[config.mk]
export PLATFORM = sky130hd
export DESIGN_NAME = delta_list_task_scheduler_core
export DESIGN_NICKNAME = d
export VERILOG_FILES = /design/src/rtl/dlts_pkg.sv /design/src/rtl/dlts_alu.sv /design/src/rtl/dlts_store.sv /design/src/rtl/delta_list_task_scheduler_core.sv
export SDC_FILE = /design/constraint.sdc
export NUM_CORES = 2
export LEC_CHECK = 0
export BUFFER_PORTS_ARGS = -buffer_cell sky130_fd_sc_hd__buf_2
export CAP_MARGIN = 20
export CORE_MARGIN = 5
export CORE_UTILIZATION = 61
export CTS_BUF_LIST = sky130_fd_sc_hd__clkbuf_4 sky130_fd_sc_hd__clkbuf_8
export CTS_CLUSTER_DIAMETER = 80
export DETAILED_ROUTE_END_ITERATION = 10
export PLACE_DENSITY = 0.77
export SETUP_SLACK_MARGIN = 0.1
export SLEW_MARGIN = 20
export SYNTH_ARGS = -nofsm -noshare
export SYNTH_HDL_FRONTEND = slang
export SYNTH_HIERARCHICAL = 1
export SYNTH_SLANG_ARGS = --single-unit
[constraint.sdc]
create_clock -name i_clk -period 10.1 [get_ports i_clk]
set_clock_uncertainty 0.05 [all_clocks]
set_input_delay 1.515 -clock i_clk [delete_from_list [all_inputs] [get_ports i_clk]]
set_output_delay 1.515 -clock i_clk [all_outputs]
set_load 0.02 [all_outputs]
[src/rtl/dlts_pkg.sv]
`timescale 1ns / 1ps
// ----------------------------------------------------------------------------
// dlts_pkg - shared types and constants of the delta-list task scheduler
// Holds the list depth, the item kind and add status codes, and the command
// and read structs that pass between the sequencer and the entry store.
// ----------------------------------------------------------------------------
package dlts_pkg;

    // list depth and slot index width
    localparam int MAX_TASKS = 16;
    localparam int IDX_W     = $clog2(MAX_TASKS);

    typedef logic [IDX_W-1:0] t_idx;

    // item kinds carried in tuser
    typedef enum logic [1:0] {
        KIND_ADD      = 2'd0,
        KIND_TICK     = 2'd1,
        KIND_DISPATCH = 2'd2,
        KIND_NONE     = 2'd3
    } t_kind;

    // add status codes of a result beat
    typedef enum logic [1:0] {
        ST_NONE   = 2'd0,
        ST_ACCEPT = 2'd1,
        ST_REJECT = 2'd2,
        ST_FULL   = 2'd3
    } t_add_status;

    // operations on the entry store
    typedef enum logic [2:0] {
        OP_NOP        = 3'd0,
        OP_INSERT     = 3'd1,
        OP_REMOVE     = 3'd2,
        OP_SET_DELTA0 = 3'd3,
        OP_INC_PEND0  = 3'd4
    } t_store_op;

    // sequencer to store: one operation per cycle, idx also selects the read slot
    typedef struct packed {
        t_store_op   op;
        t_idx        idx;
        logic [7:0]  task_id;
        logic [15:0] delta;
        logic [15:0] period;
        logic [15:0] adj_delta;
    } t_store_cmd;

    // store to sequencer: selected slot, head slot and last slot
    typedef struct packed {
        logic        sel_valid;
        logic [15:0] sel_delta;
        logic        head_valid;
        logic [7:0]  head_task;
        logic [15:0] head_period;
        logic [7:0]  head_pending;
        logic        last_valid;
    } t_store_rd;

endpackage

[src/rtl/dlts_alu.sv]
`timescale 1ns / 1ps
// ----------------------------------------------------------------------------
// dlts_alu - shared subtract and compare unit
// One 16-bit subtractor serves the list walk, the neighbour delay repair and
// the head countdown; it also reports whether a is strictly greater than b.
// ----------------------------------------------------------------------------
module dlts_alu
    import dlts_pkg::*;
(
    input  logic [15:0] i_a,
    input  logic [15:0] i_b,
    output logic [15:0] o_diff,
    output logic        o_gt
);

    logic [16:0] diff_ext;

    // difference with borrow out
    assign diff_ext = {1'b0, i_a} - {1'b0, i_b};
    assign o_diff   = diff_ext[15:0];
    assign o_gt     = !diff_ext[16] && (diff_ext[15:0] != 16'd0);

endmodule

[src/rtl/dlts_store.sv]
`timescale 1ns / 1ps
// ----------------------------------------------------------------------------
// dlts_store - entry register file of the delta list
// Holds valid, task, delta, period and pending per slot; inserts with a shift
// of the tail, removes the head with a shift towards it, and updates the head.
// ----------------------------------------------------------------------------
module dlts_store
    import dlts_pkg::*;
(
    input  logic       i_clk,
    input  logic       i_rst_n,
    input  t_store_cmd i_cmd,
    output t_store_rd  o_rd
);

    logic [MAX_TASKS-1:0] r_valid;
    logic [7:0]           r_task    [MAX_TASKS];
    logic [15:0]          r_delta   [MAX_TASKS];
    logic [15:0]          r_period  [MAX_TASKS];
    logic [7:0]           r_pending [MAX_TASKS];

    // neighbour taps: up is the slot before, dn the slot after
    logic [MAX_TASKS-1:0] up_valid;
    logic [7:0]           up_task    [MAX_TASKS];
    logic [15:0]          up_delta   [MAX_TASKS];
    logic [15:0]          up_period  [MAX_TASKS];
    logic [7:0]           up_pending [MAX_TASKS];
    logic [MAX_TASKS-1:0] dn_valid;
    logic [7:0]           dn_task    [MAX_TASKS];
    logic [15:0]          dn_delta   [MAX_TASKS];
    logic [15:0]          dn_period  [MAX_TASKS];
    logic [7:0]           dn_pending [MAX_TASKS];

    genvar g;
    generate
        for (g = 0; g < MAX_TASKS; g++) begin : g_nb
            if (g == 0) begin : g_first
                assign up_valid[g]   = 1'b0;
                assign up_task[g]    = 8'd0;
                assign up_delta[g]   = 16'd0;
                assign up_period[g]  = 16'd0;
                assign up_pending[g] = 8'd0;
            end else begin : g_mid_up
                assign up_valid[g]   = r_valid[g-1];
                assign up_task[g]    = r_task[g-1];
                assign up_delta[g]   = r_delta[g-1];
                assign up_period[g]  = r_period[g-1];
                assign up_pending[g] = r_pending[g-1];
            end
            if (g == MAX_TASKS - 1) begin : g_last
                assign dn_valid[g]   = 1'b0;
                assign dn_task[g]    = 8'd0;
                assign dn_delta[g]   = 16'd0;
                assign dn_period[g]  = 16'd0;
                assign dn_pending[g] = 8'd0;
            end else begin : g_mid_dn
                assign dn_valid[g]   = r_valid[g+1];
                assign dn_task[g]    = r_task[g+1];
                assign dn_delta[g]   = r_delta[g+1];
                assign dn_period[g]  = r_period[g+1];
                assign dn_pending[g] = r_pending[g+1];
            end
        end
    endgenerate

    // valid bits, cleared at reset
    always_ff @(posedge i_clk) begin
        if (!i_rst_n) begin
            r_valid <= '0;
        end else begin
            unique case (i_cmd.op)
                OP_INSERT: begin
                    for (int k = 0; k < MAX_TASKS; k++) begin
                        if (t_idx'(k) == i_cmd.idx) begin
                            r_valid[k] <= 1'b1;
                        end else if (t_idx'(k) > i_cmd.idx) begin
                            r_valid[k] <= up_valid[k];
                        end
                    end
                end
                OP_REMOVE: begin
                    r_valid <= dn_valid;
                end
                default: begin
                end
            endcase
        end
    end

    // slot payload
    always_ff @(posedge i_clk) begin
        unique case (i_cmd.op)
            OP_INSERT: begin
                for (int k = 0; k < MAX_TASKS; k++) begin
                    if (t_idx'(k) == i_cmd.idx) begin
                        r_task[k]    <= i_cmd.task_id;
                        r_delta[k]   <= i_cmd.delta;
                        r_period[k]  <= i_cmd.period;
                        r_pending[k] <= 8'd0;
                    end else if (t_idx'(k) > i_cmd.idx) begin
                        r_task[k]    <= up_task[k];
                        r_delta[k]   <= (t_idx'(k - 1) == i_cmd.idx) ? i_cmd.adj_delta
                                                                     : up_delta[k];
                        r_period[k]  <= up_period[k];
                        r_pending[k] <= up_pending[k];
                    end
                end
            end
            OP_REMOVE: begin
                for (int k = 0; k < MAX_TASKS; k++) begin
                    r_task[k]    <= dn_task[k];
                    r_delta[k]   <= dn_delta[k];
                    r_period[k]  <= dn_period[k];
                    r_pending[k] <= dn_pending[k];
                end
            end
            OP_SET_DELTA0: begin
                r_delta[0] <= i_cmd.delta;
            end
            OP_INC_PEND0: begin
                if (r_pending[0] != 8'hFF) begin
                    r_pending[0] <= r_pending[0] + 8'd1;
                end
            end
            default: begin
            end
        endcase
    end

    // read side
    assign o_rd.sel_valid    = r_valid[i_cmd.idx];
    assign o_rd.sel_delta    = r_delta[i_cmd.idx];
    assign o_rd.head_valid   = r_valid[0];
    assign o_rd.head_task    = r_task[0];
    assign o_rd.head_period  = r_period[0];
    assign o_rd.head_pending = r_pending[0];
    assign o_rd.last_valid   = r_valid[MAX_TASKS-1];

endmodule

[src/rtl/delta_list_task_scheduler_core.sv]
`timescale 1ns / 1ps
// ----------------------------------------------------------------------------
// delta_list_task_scheduler_core - sorted timer queue with relative delays
// Sequencer over a shared subtractor and a shifting entry store.
// ----------------------------------------------------------------------------
// Usage:
//   s_axis carries one command beat: tuser holds the kind (add, tick,
//   dispatch), tdata the task id, delay and period. Every command gives
//   exactly one result beat on m_axis: run valid, run task, add status and
//   add position.
//   States from the accepting edge to the result register being loaded:
//     tick: tick, output; unused kind, rejected or full add: output only;
//     add: walk past W entries (W in 0..MAX_TASKS-1), insert, output;
//     dispatch: dispatch, then walk and insert if it re-adds, output.
//   The walk steps one list entry per cycle through the shared subtractor;
//   the block takes one command at a time and s_axis_tready is low while a
//   command is at work. The next command can be accepted in the cycle after
//   the result register has been loaded.
//   A finished result sits in an output register; the next command is
//   accepted while it waits. If the receiver stalls, the following result
//   waits in the sequencer until the register drains.
//   Reset (synchronous, active low) empties the list at once and drops any
//   pending result beat.
// ----------------------------------------------------------------------------
module delta_list_task_scheduler_core
    import dlts_pkg::*;
(
    input  logic        i_clk,
    input  logic        i_rst_n,
    input  logic        s_axis_tvalid,
    output logic        s_axis_tready,
    // [7:0] task_id, [23:8] delay_ticks, [39:24] period_ticks
    input  logic [39:0] s_axis_tdata,
    // [1:0] kind
    input  logic [1:0]  s_axis_tuser,
    output logic        m_axis_tvalid,
    input  logic        m_axis_tready,
    // [0] run_valid, [8:1] run_task, [10:9] add_status, [16:11] add_position,
    // [23:17] zero
    output logic [23:0] m_axis_tdata
);

    typedef enum logic [5:0] {
        S_IDLE   = 6'b000001,
        S_WALK   = 6'b000010,
        S_INSERT = 6'b000100,
        S_TICK   = 6'b001000,
        S_DISP   = 6'b010000,
        S_OUT    = 6'b100000
    } t_state;

    t_state      r_state, n_state;
    t_idx        r_idx, n_idx;
    logic [7:0]  r_task, n_task;
    logic [15:0] r_delay, n_delay;
    logic [15:0] r_period, n_period;
    logic        r_readd, n_readd;
    logic        r_run_valid, n_run_valid;
    logic [7:0]  r_run_task, n_run_task;
    t_add_status r_status, n_status;
    logic [5:0]  r_pos, n_pos;
    logic        r_out_valid, n_out_valid;
    logic [23:0] r_out_data, n_out_data;

    t_store_cmd  cmd;
    t_store_rd   rd;
    logic [15:0] alu_a, alu_b, alu_diff;
    logic        alu_gt;
    logic        in_beat;
    t_kind       in_kind;

    assign s_axis_tready = (r_state == S_IDLE);
    assign in_beat       = s_axis_tvalid && s_axis_tready;
    assign in_kind       = t_kind'(s_axis_tuser);

    dlts_alu u_alu (
        .i_a    (alu_a),
        .i_b    (alu_b),
        .o_diff (alu_diff),
        .o_gt   (alu_gt)
    );

    dlts_store u_store (
        .i_clk   (i_clk),
        .i_rst_n (i_rst_n),
        .i_cmd   (cmd),
        .o_rd    (rd)
    );

    // sequencer
    always_comb begin
        n_state     = r_state;
        n_idx       = r_idx;
        n_task      = r_task;
        n_delay     = r_delay;
        n_period    = r_period;
        n_readd     = r_readd;
        n_run_valid = r_run_valid;
        n_run_task  = r_run_task;
        n_status    = r_status;
        n_pos       = r_pos;
        n_out_valid = r_out_valid && !m_axis_tready;
        n_out_data  = r_out_data;

        cmd.op        = OP_NOP;
        cmd.idx       = r_idx;
        cmd.task_id   = r_task;
        cmd.delta     = alu_diff;
        cmd.period    = r_period;
        cmd.adj_delta = alu_diff;

        alu_a = r_delay;
        alu_b = rd.sel_delta;

        unique case (r_state)
            S_IDLE: begin
                if (in_beat) begin
                    n_task      = s_axis_tdata[7:0];
                    n_delay     = s_axis_tdata[23:8];
                    n_period    = s_axis_tdata[39:24];
                    n_idx       = '0;
                    n_readd     = 1'b0;
                    n_run_valid = 1'b0;
                    n_run_task  = 8'd0;
                    n_status    = ST_NONE;
                    n_pos       = 6'd0;
                    unique case (in_kind)
                        KIND_ADD: begin
                            if (s_axis_tdata[23:8] == 16'd0 &&
                                s_axis_tdata[39:24] == 16'd0) begin
                                n_status = ST_REJECT;
                                n_state  = S_OUT;
                            end else if (rd.last_valid) begin
                                n_status = ST_FULL;
                                n_state  = S_OUT;
                            end else begin
                                n_state = S_WALK;
                            end
                        end
                        KIND_TICK:     n_state = S_TICK;
                        KIND_DISPATCH: n_state = S_DISP;
                        default:       n_state = S_OUT;
                    endcase
                end
            end
            // one entry per cycle: step past it while the delay is larger
            S_WALK: begin
                alu_a = r_delay;
                alu_b = rd.sel_delta;
                if (rd.sel_valid && alu_gt) begin
                    n_delay = alu_diff;
                    n_idx   = r_idx + t_idx'(1);
                end else begin
                    n_state = S_INSERT;
                end
            end
            // shift tail, place entry, repair the follower's delay
            S_INSERT: begin
                alu_a     = rd.sel_delta;
                alu_b     = r_delay;
                cmd.op    = OP_INSERT;
                cmd.delta = r_delay;
                if (!r_readd) begin
                    n_status = ST_ACCEPT;
                    n_pos    = 6'(r_idx);
                end
                n_state = S_OUT;
            end
            // head countdown or pending count
            S_TICK: begin
                alu_a = rd.sel_delta;
                alu_b = 16'd1;
                if (rd.head_valid) begin
                    if (rd.sel_delta == 16'd0) begin
                        cmd.op = OP_INC_PEND0;
                    end else begin
                        cmd.op = OP_SET_DELTA0;
                    end
                end
                n_state = S_OUT;
            end
            // release a pending head, re-add periodic tasks
            S_DISP: begin
                if (rd.head_valid && rd.head_pending != 8'd0) begin
                    n_run_valid = 1'b1;
                    n_run_task  = rd.head_task;
                    n_task      = rd.head_task;
                    n_delay     = rd.head_period;
                    n_period    = rd.head_period;
                    cmd.op      = OP_REMOVE;
                    if (rd.head_period != 16'd0) begin
                        n_readd = 1'b1;
                        n_idx   = '0;
                        n_state = S_WALK;
                    end else begin
                        n_state = S_OUT;
                    end
                end else begin
                    n_state = S_OUT;
                end
            end
            // hand the result to the output register once it is free
            S_OUT: begin
                if (!r_out_valid || m_axis_tready) begin
                    n_out_valid = 1'b1;
                    n_out_data  = {7'd0, r_pos, r_status, r_run_task, r_run_valid};
                    n_state     = S_IDLE;
                end
            end
            default: n_state = S_IDLE;
        endcase
    end

    // control registers
    always_ff @(posedge i_clk) begin
        if (!i_rst_n) begin
            r_state     <= S_IDLE;
            r_out_valid <= 1'b0;
        end else begin
            r_state     <= n_state;
            r_out_valid <= n_out_valid;
        end
    end

    // working and result registers
    always_ff @(posedge i_clk) begin
        r_idx       <= n_idx;
        r_task      <= n_task;
        r_delay     <= n_delay;
        r_period    <= n_period;
        r_readd     <= n_readd;
        r_run_valid <= n_run_valid;
        r_run_task  <= n_run_task;
        r_status    <= n_status;
        r_pos       <= n_pos;
        r_out_data  <= n_out_data;
    end

    assign m_axis_tvalid = r_out_valid;
    assign m_axis_tdata  = r_out_data;

    // the walk never meets a full list
    a_walk_not_full: assert property (@(posedge i_clk) disable iff (!i_rst_n)
        (r_state == S_WALK) |-> !rd.last_valid)
        else $error("walk started on a full list");

    // an entry goes in front of any later entry with a larger or equal delay
    a_insert_order: assert property (@(posedge i_clk) disable iff (!i_rst_n)
        (r_state == S_INSERT && rd.sel_valid) |-> (r_delay <= rd.sel_delta))
        else $error("insert would underflow the following delay");

    // a re-add after dispatch reports no add status
    a_readd_quiet: assert property (@(posedge i_clk) disable iff (!i_rst_n)
        (r_state == S_OUT && r_run_valid) |-> (r_status == ST_NONE && r_pos == 6'd0))
        else $error("dispatch result carries an add status");

    // a result beat is only loaded from the output state
    a_load_from_out: assert property (@(posedge i_clk) disable iff (!i_rst_n)
        (!r_out_valid || m_axis_tready) && n_out_valid |-> (r_state == S_OUT))
        else $error("result beat loaded outside the output state");

endmodule

; ---- Yosys cells after proc, flatten, opt, wreduce, memory -nomap -nowiden
; Memories as Yosys holds them, arrays and structs flattened. A register that Yosys moved wholly into a read port is not among the register bits.
; Cells that the tools add are included.
[classes]
n_bitwise = 130
magnitude_cmp = 17
eq_ne = 51
add_sub_neg = 3
reduce_logical = 46
mux = 350
[ops]
columns = cell, n
row1 = 16-bit two-way mux, 87
row2 = 8-bit two-way mux, 68
row3 = 1-bit two-way mux, 158
row4 = 1-bit OR, 130
row5 = 16-bit one-hot mux with 2 select lines, 3
row6 = 6-bit two-way mux, 9
row7 = 16-bit logical NOT, 3
row8 = "3-bit by 1-bit inequality test with 1-bit output, second input constant", 16
row9 = 16-bit one-hot mux with 3 select lines, 1
row10 = 2-bit AND reduction, 17
row11 = "4-bit equality test, first input constant", 8
row12 = "4-bit greater-than comparator, first input constant", 8
row13 = 8-bit one-hot mux with 2 select lines, 2
row14 = 16-bit nonzero test, 2
row15 = 6-bit one-hot mux with 5 select lines, 1
row16 = 4-bit two-way mux, 5
row17 = 6-bit one-hot mux with 3 select lines, 1
row18 = 16-bit by 16-bit subtractor with 17-bit output, 1
row19 = "3-bit by 4-bit equality test with 1-bit output, first input constant", 4
row20 = "3-bit by 4-bit greater-than comparator with 1-bit output, first input constant", 4
row21 = 2-bit two-way mux, 6
row22 = "2-bit inequality test, second input constant", 6
row23 = 4-bit one-hot mux with 3 select lines, 1
row24 = 6-bit one-hot mux with 2 select lines, 1
row25 = 37 further kinds, 55
[totals]
out_inout_bits = 26
mem_bits_rw = 768
in_bits = 46
mem_count = 4
wordCells = 629
ff_bits = 102
[mem_list]
columns = name, words, width, rd, rd_clocked_by_memory_dff, wr, line
row1 = u_store.r_delta, 16, 16, 17, 1, 16, dlts_store.sv:18  ; logic [15:0] r_delta [MAX_TASKS];
row2 = u_store.r_period, 16, 16, 16, 0, 16, dlts_store.sv:19  ; logic [15:0] r_period [MAX_TASKS];
row3 = u_store.r_pending, 16, 8, 16, 0, 16, dlts_store.sv:20  ; logic [7:0] r_pending [MAX_TASKS];
row4 = u_store.r_task, 16, 8, 16, 0, 16, dlts_store.sv:17  ; logic [7:0] r_task [MAX_TASKS];

; ---- Logic depth before layout (Yosys ltp)
; An unclocked memory read counts as a cell.
[depth]
word_depth = 11
mapped_depth = 25
mapped_depth_nobuf = 20

; ---- Hierarchy
; Netlist, hierarchy kept.
[by_module_without_submodules]
columns = mod, instances, area_each_um2, seq_area_each_um2, cells_per_inst
row1 = dlts_store, 1, 42134.2, 23382.4, 3991
row2 = delta_list_task_scheduler_core, 1, 4292.9, 2392.3, 415
row3 = dlts_alu, 1, 865.8, 0.0, 126

; ---- Least setup slack after synthesis
; OpenSTA, ideal clock, no wires.
[synth_timing]
path_kind = register to register
from = register r_idx[1]
to = memory u_store.r_period[1][0] (netlist: u_store/r_period[0][16]) (enable)
stages_incl_launch_ff = 16
setup_slack_ns = 4.211
arrival_time_ns = 5.397
setup_time_ns = 0.442
path_cell_list = edfxtp_1 -> buf_2 -> buf_4 -> buf_2 -> buf_2 -> mux4_2 -> a22oi_1 -> nand2_1 -> nor4_1 -> nand4_1 -> nand4_1 -> nand2_1 -> or3b_2 -> clkbuf_1 -> clkbuf_1 -> o31ai_1
[synth_rtl]
columns = element, line
row1 = from (decl), delta_list_task_scheduler_core.sv:53  ; t_idx r_idx, n_idx;
row2 = from (signal assigned), delta_list_task_scheduler_core.sv:227  ; r_idx <= n_idx;
row3 = to (decl), dlts_store.sv:19

; ---- Worst setup path after layout
[layout_timing]
from = register r_idx[1]
to = register r_idx[3] (enable)
[layout_between]
elab_chain_cells = 5
[layout_rtl]
columns = element, line
row1 = 1-bit binary-select mux with 4-bit select, dlts_store.sv:131  ; assign o_rd.sel_valid = r_valid[i_cmd.idx];
row2 = 1-bit two-way mux (implied by the code), dlts_store.sv:131
row3 = 1-bit logical AND, delta_list_task_scheduler_core.sv:150  ; if (rd.sel_valid && alu_gt) begin
row4 = 2-bit inequality test (no source line), n/a
row5 = 5-bit AND reduction (no source line), n/a
; No other way between the ends. The select of a mux whose other input is x is not followed.
; A chain may end at the register's enable or synchronous reset.

==> results.json <==
{
  "postCtsResizedCells": 0,
  "num_vias": 38371,
  "r2r.worst_path.cells": 22,
  "firstDrtPassIters": 7,
  "layout_common_cells": "nand2_1 (1006), edfxtp_1 (843), o21ai_0 (401)",
  "grt_util_met3_pct": 6.26,
  "fin_crit_ps": 7090,
  "core_um2": 77200,
  "vdd_drop_max_mv": 0.171,
  "synthFlopType": "edfxtp_1",
  "port_buffers": 62,
  "cts_htree_levels": 4,
  "regToRegSetupSlack_ps": 3010,
  "p_per_area_nw_per_um2": 178,
  "worst_r2r_endpoint": "r_idx[3]$_SDFFCE_PN0P_",
  "run_status": "completed",
  "end_kind": "register",
  "synth_top_area_share_pct": 53.5,
  "postCtsSetupBuffers": 0,
  "power.total_mw": 9.06,
  "yosys_warnings": 6,
  "fp.dieW_um": 288,
  "cts_root_buf": "clkbuf_8",
  "drt_iter0_markers": 5509,
  "numCtsBuffers": 144,
  "start_kind": "register",
  "vias_per_cell": 6.91,
  "start_util_pct": 61.3,
  "syn_to_final_growth_pct": 7.65,
  "final_common_cell": "nand2_1",
  "setup-tns-final_ps": 0,
  "path_class": "reg2reg",
  "critPathRequiredTime_ps": 10570,
  "synth_edf_count": 843,
  "layout-drive-gt1-share_pct": 12.7,
  "max_freq_mhz": 141,
  "place_hpwl_um": 94200,
  "busiest_layer": "met2",
  "tritoncts": "built",
  "grt_pass1_wl_um": 219000,
  "ys_ff_latch": 866,
  "met2_usage_pct": 55.0,
  "setup_viol": 0,
  "filler_cell_count": 5898,
  "seq_area_frac_synth_pct": 54.5,
  "use_met1_pct": 42.6,
  "hp-class": "reg2reg",
  "grt_pass1_vias": 37074,
  "grt_max_degree": 234,
  "syn_inst": 4532,
  "ys_types": 92,
  "grtUsageTotal_pct": 33.9,
  "antenna_found_initial": 2,
  "worstSetupEndpoint": "r_idx[3]$_SDFFCE_PN0P_",
  "cts_buffer_depth": 3,
  "slew_violations": 0,
  "hold_viol": 0,
  "routedWlPerCell_um": 26.2,
  "die_h_um": 288,
  "path_clk_slew_ps": 60,
  "cp-startpoint": "r_idx[1]$_SDFFCE_PN0P_",
  "rsz0062_at_grt": "no",
  "grt_overflow_total": 0,
  "routed_wl_um": 145000,
  "antenna_left": 0,
  "p_leak_nw": 19.1,
  "synth_area_per_cell_um2": 10.4,
  "r2r-start": "r_idx[1]$_SDFFCE_PN0P_",
  "worst_slew_pin_slew_ps": 1200,
  "synthTopCellsByArea": "edfxtp_1 (54%), nand2_1 (8.1%), mux2i_1 (4.6%), o21ai_0 (4.3%), a22o_1 (3.2%)",
  "max_cap_viol_count": 0,
  "worstPathArrival_ps": 7560,
  "routabilityCongestion": 0.946,
  "die_area_um2": 83200,
  "worstPathMaxFanout": 43,
  "fp-row-count": 102,
  "clkLatencyLatePin_ps": 850,
  "syn_area_um2": 47300,
  "ioPinCount": 72,
  "drc_errors": 0,
  "slew_headroom_pct": 19.7,
  "fin_crit_sh_pct": 70.2,
  "yosysTopAreaCell": "edfxtp_1",
  "setup_slack_ps": 3010,
  "clkSinkCount": 866,
  "holdBufCountCts": 0,
  "fin_nets": 4471,
  "placement.setup.worst_slack_ps": 3070,
  "synthArstFlopShare_pct": 0
}
## routing by layer
layer | wire length, um | vias up
met4 | 10500 | 2
met3 | 14700 | 602
met2 | 68800 | 2715
met5 | 20 | -
li1 | - | 16524
met1 | 51500 | 18528
## worst max-delay path: stages, from the launching register on
cell,delay (ps)
edfxtp_1,340
buf_4,640
buf_4,590
mux4_2,580
a22oi_1,190
nand2_1,160
inv_1,130
a21oi_1,70
a2bb2oi_1,160
ha_1,220
fa_1,430
nor2b_1,160
o31a_1,230
o21ai_1,150
o21ai_0,300
xnor2_2,140
buf_4,250
nor4b_1,90
nor4b_2,160
a31oi_1,420
nand3_2,190
nand3_1,730
o21a_1,320
## synth_stat cells (7+ instances only)
cell and count:
nand2_1 1016, edfxtp_1 843, o21ai_0 406, clkbuf_1 281, nor2_1 268, mux2i_1 218
a31oi_1 180, a22o_1 175, a211oi_1 121, nor2b_1 114, a21oi_1 111, buf_2 100
mux4_2 68, a22oi_1 61, inv_1 57, mux2_2 40, nand3_1 36, buf_4 33
o211ai_1 27, and3_1 25, a222oi_1 24, or3_1 24, dfxtp_1 23, o21ai_1 22
buf_1 19, ha_1 18, nor4_1 16, a21o_1 14, nand4_1 13, nor3_1 11
and2_1 9, xnor2_1 9, a32o_1 8, o22ai_1 8, a221o_1 7, a2bb2oi_1 7
nand2b_1 7, o21a_1 7, o31ai_1 7, xor2_1 7
## power breakdown
part	leakage (nW)	internal [mW]	total [mW]	switching, mW
combinational	8.72	0.556	1.73	1.17
clock	1.50	1.61	3.17	1.56
sequential	8.84	4.07	4.16	0.0831
total	19.1	6.24	9.06	2.82
## how the worst min path moves through the flow
stage | start | cells past startpoint | end
after detailed placement | r_pos[3]$_SDFFCE_PP0P_ | 0 | m_axis_tdata[14]$_DFFE_PP_
after CTS | r_run_valid$_DFFE_PP_ | 0 | m_axis_tdata[0]$_DFFE_PP_
after floorplan | r_run_valid$_DFFE_PP_ | 0 | m_axis_tdata[0]$_DFFE_PP_
final | r_status[1]$_SDFFCE_PP0P_ | 0 | m_axis_tdata[10]$_DFFE_PP_
after global placement | r_status[1]$_SDFFCE_PP0P_ | 0 | m_axis_tdata[10]$_DFFE_PP_
after global routing | r_run_task[7]$_SDFFCE_PN0P_ | 0 | m_axis_tdata[8]$_DFFE_PP_
## layout make-up
type                    count  area, um2  area share [%]
inverters                  58        218           0.428
flip-flops and latches    866      25800            50.6
repair buffers            156       1090            2.15
well taps                1040       1300            2.56
diodes                      1       2.50         0.00492
multi-input cells        3180      19700            38.7
clock buffers             181       2260            4.44
clock inverters            69        562            1.10
## cells by family (layout without fill, tap and decap cells)
kind of cell	after synthesis	count (layout)	synth area share, %
AND/OR/NAND/NOR	1592	1592	14.6
AO/OA/AOI/OAI	1218	1218	16.8
flip-flops	866	866	54.5
buffers and inverters	494	464	4.48
multiplexers	326	326	8.80
adder cells (fa/ha/maj)	19	19	0.519
XOR/XNOR	16	16	0.296
other	1	10	0.00793
## registers in the layout, indices dropped and copies added, names as in the netlist, 2 cells and up
register,flops
r_pos,4
u_store/r_task,128
r_state,6
r_delay,16
m_axis_tdata,15
r_idx,4
u_store/r_pending,128
u_store/r_valid,16
u_store/r_period,256
r_task,8
r_period,16
r_status,2
r_run_task,8
u_store/r_delta,256
## through the flow
stage | utilization, % | hold slack (ps) | instance area [um2] | instances
after floorplan | - | 350 | 47300 | 4540
after global placement | 62.2 | 354 | 48000 | 5298
after detailed placement | 62.2 | 356 | 48100 | 5299
after CTS | 65.9 | 361 | 50900 | 5549
after global routing | 65.9 | 376 | 50900 | 5551
final | 65.9 | 360 | 50900 | 5551
(Power assumes the default switching activity.)
